## src/sv/msg_pkg.sv

```systemverilog
package msg_pkg;

	localparam int BW   = 18;
	localparam int NUMW = 17;
	localparam int DENW = 16;
	localparam int LVW  = 2;

	localparam logic [1:0] OP_INSERT = 2'd0;
	localparam logic [1:0] OP_REMOVE = 2'd1;
	localparam logic [1:0] OP_QUERY  = 2'd2;

	localparam logic [2:0] REG_FINE_SIZE   = 3'd0;
	localparam logic [2:0] REG_MID_SIZE    = 3'd1;
	localparam logic [2:0] REG_COARSE_SIZE = 3'd2;
	localparam logic [2:0] REG_WORLD_W     = 3'd3;
	localparam logic [2:0] REG_WORLD_H     = 3'd4;
	localparam logic [2:0] REG_CAPACITY    = 3'd5;

	typedef logic signed [BW-1:0] bound_t;

	typedef struct packed {
		bound_t x0;
		bound_t y0;
		bound_t x1;
		bound_t y1;
	} bnd_t;

	typedef struct packed {
		logic valid;
		bnd_t b;
	} bnd_word_t;

	typedef enum logic [2:0] {
		DIV_CW = 3'd0,
		DIV_CH = 3'd1,
		DIV_X0 = 3'd2,
		DIV_Y0 = 3'd3,
		DIV_X1 = 3'd4,
		DIV_Y1 = 3'd5
	} div_sel_t;

	typedef struct packed {
		logic [1:0]         operation;
		logic [7:0]         entity_id;
		logic [1:0]         grid_level;
		logic signed [15:0] pos_x;
		logic signed [15:0] pos_y;
		logic [14:0]        box_width;
		logic [14:0]        box_height;
	} req_t;

	typedef struct packed {
		logic        status;
		logic [10:0] cells_added;
		logic        needs_update;
	} rsp_t;

	typedef struct packed {
		logic     load;
		logic     lvl_from_req;
		logic     lvl_next;
		logic     load_size;
		logic     div_start;
		div_sel_t div_sel;
		logic     bnd_rd;
		logic     bnd_wr_ins;
		logic     bnd_wr_clr;
		logic     latch_sb;
		logic     walk_init;
		logic     walk_src_stored;
		logic     fill_rd;
		logic     ins_cell;
		logic     walk_step;
		logic     slot_init;
		logic     slot_rd;
		logic     slot_cmp;
		logic     fill_wr_k;
		logic     upd_cmp;
		logic     clr_step;
	} cmd_t;

	typedef struct packed {
		logic is_ins;
		logic is_rem;
		logic is_qry;
		logic neg;
		logic lvl_ok;
		logic lvl_last;
		logic div_done;
		logic sb_valid;
		logic walk_empty;
		logic walk_last;
		logic slot_end;
		logic clr_last;
		logic differ;
	} stat_t;

endpackage

```

## src/sv/msg_ctrl.sv

```systemverilog
module msg_ctrl import msg_pkg::*; (
	input  logic  clk,
	input  logic  arst_n,
	input  logic  start,
	input  stat_t st,
	output cmd_t  cmd,
	output logic  busy,
	output logic  done
);

	typedef enum logic [20:0] {
		S_CLEAR  = 21'd1,
		S_IDLE   = 21'd2,
		S_DISP   = 21'd4,
		S_BRD    = 21'd8,
		S_BLATCH = 21'd16,
		S_SIZE   = 21'd32,
		S_DGO    = 21'd64,
		S_DWAIT  = 21'd128,
		S_BWR    = 21'd256,
		S_WINIT  = 21'd512,
		S_WCHK   = 21'd1024,
		S_CRD    = 21'd2048,
		S_CINS   = 21'd4096,
		S_DFILL  = 21'd8192,
		S_SRD    = 21'd16384,
		S_SCMP   = 21'd32768,
		S_FWR    = 21'd65536,
		S_BCLR   = 21'd131072,
		S_CMP    = 21'd262144,
		S_NEXT   = 21'd524288,
		S_RESP   = 21'd1048576
	} state_t;

	state_t   state_q, state_d;
	div_sel_t div_q, div_d;
	div_sel_t div_last;

	assign div_last = st.is_rem ? DIV_CH : DIV_Y1;

	always_comb begin
		state_d = state_q;
		div_d   = div_q;
		cmd     = '0;
		cmd.div_sel = div_q;
		cmd.walk_src_stored = st.is_rem;
		case (state_q)
			S_CLEAR: begin
				cmd.clr_step = 1'b1;
				if (st.clr_last) begin
					state_d = S_IDLE;
				end
			end
			S_IDLE: begin
				if (start) begin
					cmd.load = 1'b1;
					state_d  = S_DISP;
				end
			end
			S_DISP: begin
				if (st.is_ins) begin
					if (!st.neg && st.lvl_ok) begin
						cmd.lvl_from_req = 1'b1;
						state_d = S_SIZE;
					end else begin
						state_d = S_RESP;
					end
				end else if (st.is_rem || st.is_qry) begin
					state_d = S_BRD;
				end else begin
					state_d = S_RESP;
				end
			end
			S_BRD: begin
				cmd.bnd_rd = 1'b1;
				state_d = S_BLATCH;
			end
			S_BLATCH: begin
				cmd.latch_sb = 1'b1;
				state_d = st.sb_valid ? S_SIZE : S_NEXT;
			end
			S_SIZE: begin
				cmd.load_size = 1'b1;
				div_d = st.is_qry ? DIV_X0 : DIV_CW;
				state_d = S_DGO;
			end
			S_DGO: begin
				cmd.div_start = 1'b1;
				state_d = S_DWAIT;
			end
			S_DWAIT: begin
				if (st.div_done) begin
					if (div_q == div_last) begin
						if (st.is_ins) begin
							state_d = S_BWR;
						end else if (st.is_rem) begin
							state_d = S_WINIT;
						end else begin
							state_d = S_CMP;
						end
					end else begin
						div_d = div_sel_t'(div_q + 3'd1);
						state_d = S_DGO;
					end
				end
			end
			S_BWR: begin
				cmd.bnd_wr_ins = 1'b1;
				state_d = S_WINIT;
			end
			S_WINIT: begin
				cmd.walk_init = 1'b1;
				state_d = S_WCHK;
			end
			S_WCHK: begin
				if (st.walk_empty) begin
					state_d = st.is_ins ? S_RESP : S_BCLR;
				end else begin
					state_d = S_CRD;
				end
			end
			S_CRD: begin
				cmd.fill_rd = 1'b1;
				state_d = st.is_ins ? S_CINS : S_DFILL;
			end
			S_CINS: begin
				cmd.ins_cell  = 1'b1;
				cmd.walk_step = 1'b1;
				state_d = st.walk_last ? S_RESP : S_CRD;
			end
			S_DFILL: begin
				cmd.slot_init = 1'b1;
				state_d = S_SRD;
			end
			S_SRD: begin
				if (st.slot_end) begin
					state_d = S_FWR;
				end else begin
					cmd.slot_rd = 1'b1;
					state_d = S_SCMP;
				end
			end
			S_SCMP: begin
				cmd.slot_cmp = 1'b1;
				state_d = S_SRD;
			end
			S_FWR: begin
				cmd.fill_wr_k = 1'b1;
				cmd.walk_step = 1'b1;
				state_d = st.walk_last ? S_BCLR : S_CRD;
			end
			S_BCLR: begin
				cmd.bnd_wr_clr = 1'b1;
				state_d = S_NEXT;
			end
			S_CMP: begin
				cmd.upd_cmp = 1'b1;
				state_d = st.differ ? S_RESP : S_NEXT;
			end
			S_NEXT: begin
				if (st.lvl_last) begin
					state_d = S_RESP;
				end else begin
					cmd.lvl_next = 1'b1;
					state_d = S_BRD;
				end
			end
			S_RESP: begin
				state_d = S_IDLE;
			end
			default: begin
				state_d = S_IDLE;
			end
		endcase
	end

	always_ff @(posedge clk or negedge arst_n) begin
		if (!arst_n) begin
			state_q <= S_CLEAR;
			div_q   <= DIV_CW;
		end else begin
			state_q <= state_d;
			div_q   <= div_d;
		end
	end

	assign busy = state_q != S_IDLE;
	assign done = state_q == S_RESP;

endmodule

```

## config.mk

```make
export PLATFORM = sky130hd
export DESIGN_NAME = msg_ctrl
export DESIGN_NICKNAME = d
export VERILOG_FILES = /design/src/sv/msg_pkg.sv /design/src/sv/msg_ctrl.sv
export SDC_FILE = /design/constraint.sdc
export NUM_CORES = 1
export LEC_CHECK = 0
export ABC_AREA = 1
export BUFFER_PORTS_ARGS = -buffer_cell sky130_fd_sc_hd__buf_2
export CAP_MARGIN = 20
export CELL_PAD_IN_SITES_DETAIL_PLACEMENT = 1
export CELL_PAD_IN_SITES_GLOBAL_PLACEMENT = 2
export CORE_MARGIN = 2
export CORE_UTILIZATION = 31
export CTS_CLUSTER_DIAMETER = 40
export DETAILED_ROUTE_END_ITERATION = 10
export GPL_ROUTABILITY_DRIVEN = 0
export GPL_TIMING_DRIVEN = 1
export HOLD_SLACK_MARGIN = 0.15
export PLACE_DENSITY = 0.88
export REMOVE_ABC_BUFFERS = 1
export SLEW_MARGIN = 20
export SYNTH_ARGS = -nofsm -noshare
export SYNTH_HDL_FRONTEND = slang
export SYNTH_SLANG_ARGS = --single-unit
```

## constraint.sdc

```tcl
create_clock -name clk -period 5.1 [get_ports clk]
set_input_delay 1.02 -clock clk [delete_from_list [all_inputs] [get_ports clk]]
set_output_delay 1.02 -clock clk [all_outputs]
set_load 0.1 [all_outputs]
```

==> impl_metrics.ini <==
[power_and_ir_drop]
p_per_area_nw_per_um2 = 345
power_leakage_nw = 1.16
ir_worst_vdd_v = 0.000219

[synth]
synthFlopType = dfrtp_1
ys_types = 35
yosys.area_share.simple_pct = 43.8
syn-mean-instance-area_um2 = 7.28
synth_edf_count = 0
synthMuxAreaShare_pct = 0.597
synth_top_family_by_area = simple AND/OR/NAND/NOR gates
netlist_instances = 230
synth_seq_cells = 24
synth-async-reset-ratio_pct = 100
synth-seq-area-share_pct = 35.9
synth_fa_ha_area_share_pct = 1.49
syn-cell-area_um2 = 1680
yosys_warnings = 0
synth_compound_area_share_pct = 7.02
synthXorXnorAreaFrac_pct = 0

[die]
fp.dieW_um = 77.5
ios = 41
die_h_um = 77.5
placementRows = 26
fp.dieArea_um2 = 6010
start_util_pct = 32.4
fp.coreArea_um2 = 5170

[global_route]
grt_max_degree = 25
grt_pass1_wl_um = 8060
gr-total-overflow = 0
grtUsageTotal_pct = 16.8
grt_pass1_vias = 1733
grt_antenna_before_repair = 0

[critical_path]
slowest_delay_ps = 420
crit_arrival_ps = 2290
cp_slowest_cell = dfrtp_1
startpoint_type = register
endpoint_kind = primary output
crit_chain = nor2_4 > nand2_2 > nor2_2 > nand3_1 > nor2_1 > nor3_2 > inv_2 > nor2_1 > buf_2
crit_path_frequent_cell = nor2_1
cp_max_fo = 5
critical_path_class = reg2out
critPathRequiredTime_ps = 4080

[route]
num_vias = 1612
wire_per_inst_um = 13.3
drc = 0
antenna_left = 0
first_pass_iters = 5
initialDrtViolationCount = 81
routed_wl_um = 4540
avgViaCountPerCell = 4.71

[clock_tree]
cts_hold_buf = 0
cts_setup_buffers = 0
clkLatencyLatePin_ps = 270
cts_buffers = 3
post_cts_resize_count = 0
clock-sinks = 24
clockRootBuffer = clkbuf_8
ctsLongestPathBuffers = 2
cts_max_level = 1
cts_tree = built
clkTransAtPathRegs_ps = 90

[cells_and_area]
mostFrequentLayoutCell = nor2_1
mostFrequentLayoutCells = nor2_1 (44), inv_1 (42), buf_2 (40)
n_antenna_cell = 0
layout-drive-gt1-share_pct = 27.6
syn2layout_area_growth_pct = 19.3
nNetsFinal = 291
utilization_pct = 38.7

[timing]
maxSlewHeadroom_pct = 62.5
tightest_slew_ps = 563
setup_viol = 0
final_hold_viol_count = 0
rsz0062_at_grt = no
maxSlewViolCount = 0
tns_ps = 0
fin_skew_ps = 1.75
fin_crit_ps = 3310
fin_crit_sh_pct = 64.9
fmax_mhz = 302

[worst_hold_path]
hold_class = reg2reg

[placed_design]
numPortBuffers = 40
detailed_place_hpwl_um = 3690

[flow_run]
cap_viol_max_count = 0

[run_status]
outcome = finished, final reports clean
## sequential cells by signal, indices dropped and copies added (netlist names)
register,flops
div_q,3
state_q,21
## per-layer routing
metal | vias up | routed length (um) | global-route usage [%]
met5 | - | 0 | 0
met4 | 0 | 64 | 5.36
met3 | 5 | 143 | 1.63
met2 | 36 | 2190 | 28.5
met1 | 758 | 2140 | 22.5
li1 | 813 | - | -
## worst max-delay path: cells and delay by family, from the launching register on
family | cells | cell delay [ps]
buffers and inverters | 2 | 390
flip-flops | 1 | 420
AND/OR/NAND/NOR | 7 | 1210
## cells in the mapped netlist (2+ instances only)
cell / n / area (um^2)
inv_1: 42 / 158
nor2_4: 5 / 56.3
inv_2: 2 / 7.51
ha_1: 2 / 25.0
nor3_1: 3 / 15.0
nand3_1: 21 / 105
nor4_1: 4 / 25.0
nor3_2: 2 / 20.0
a21oi_1: 4 / 20.0
nand4_1: 5 / 31.3
dfrtp_1: 23 / 576
nor2_1: 44 / 165
nand2_1: 31 / 116
o21ai_1: 5 / 25.0
nor2_8: 2 / 40.0
o22ai_1: 2 / 12.5
o21ai_0: 4 / 20.0
nor2_2: 8 / 50.1
nand2_2: 5 / 31.3
## stage by stage
stage	instance area (um^2)	instances	hold WS, ps	power, W	worst slack (ps)
floorplan	1660	228	591	0.000488	175
global route	2000	342	587	0.000737	1580
finish	2000	342	558	0.000690	1790
detailed placement	1940	338	559	0.000563	2010
global placement	1940	338	537	0.000560	2030
CTS	2000	342	569	0.000699	1780
## cell families after synthesis
| kind of cell | Yosys count |
|---|---|
| compound gates | 19 |
| simple gates | 137 |
| buf+inv | 47 |
| mux | 1 |
| fa+ha+maj | 2 |
| flops | 24 |
## power breakdown
group | switching [W] | internal [W] | leakage [nW]
registers | 0.0000169 | 0.000204 | 0.327
clock network | 0.0000637 | 0.0000691 | 0.0288
logic | 0.000265 | 0.0000717 | 0.803
total | 0.000345 | 0.000345 | 1.16
## path summary, 6_finish.rpt
kind                       slack (ps)   startpoint         end  depth (start not counted)
max                              1790  state_q[16]     cmd[22]                          9
min                               560     div_q[0]    div_q[0]                          1
max reg2reg                      3210  state_q[16]    div_q[2]                          9
min reg2reg                       560     div_q[0]    div_q[0]                          1
max in group asynchronous        4000       arst_n  state_q[3]                          1
min in group asynchronous         730       arst_n    div_q[1]                          1
## cell type report
cell class	count	area [um^2]
Clock buffer	4	55.1
Sequential cell	24	602
Timing Repair Buffer	40	200
Inverter	45	169
Fill cell	680	3170
Tap cell	70	87.6
Multi-Input combinational cell	159	886
(Power assumes the default switching activity.)
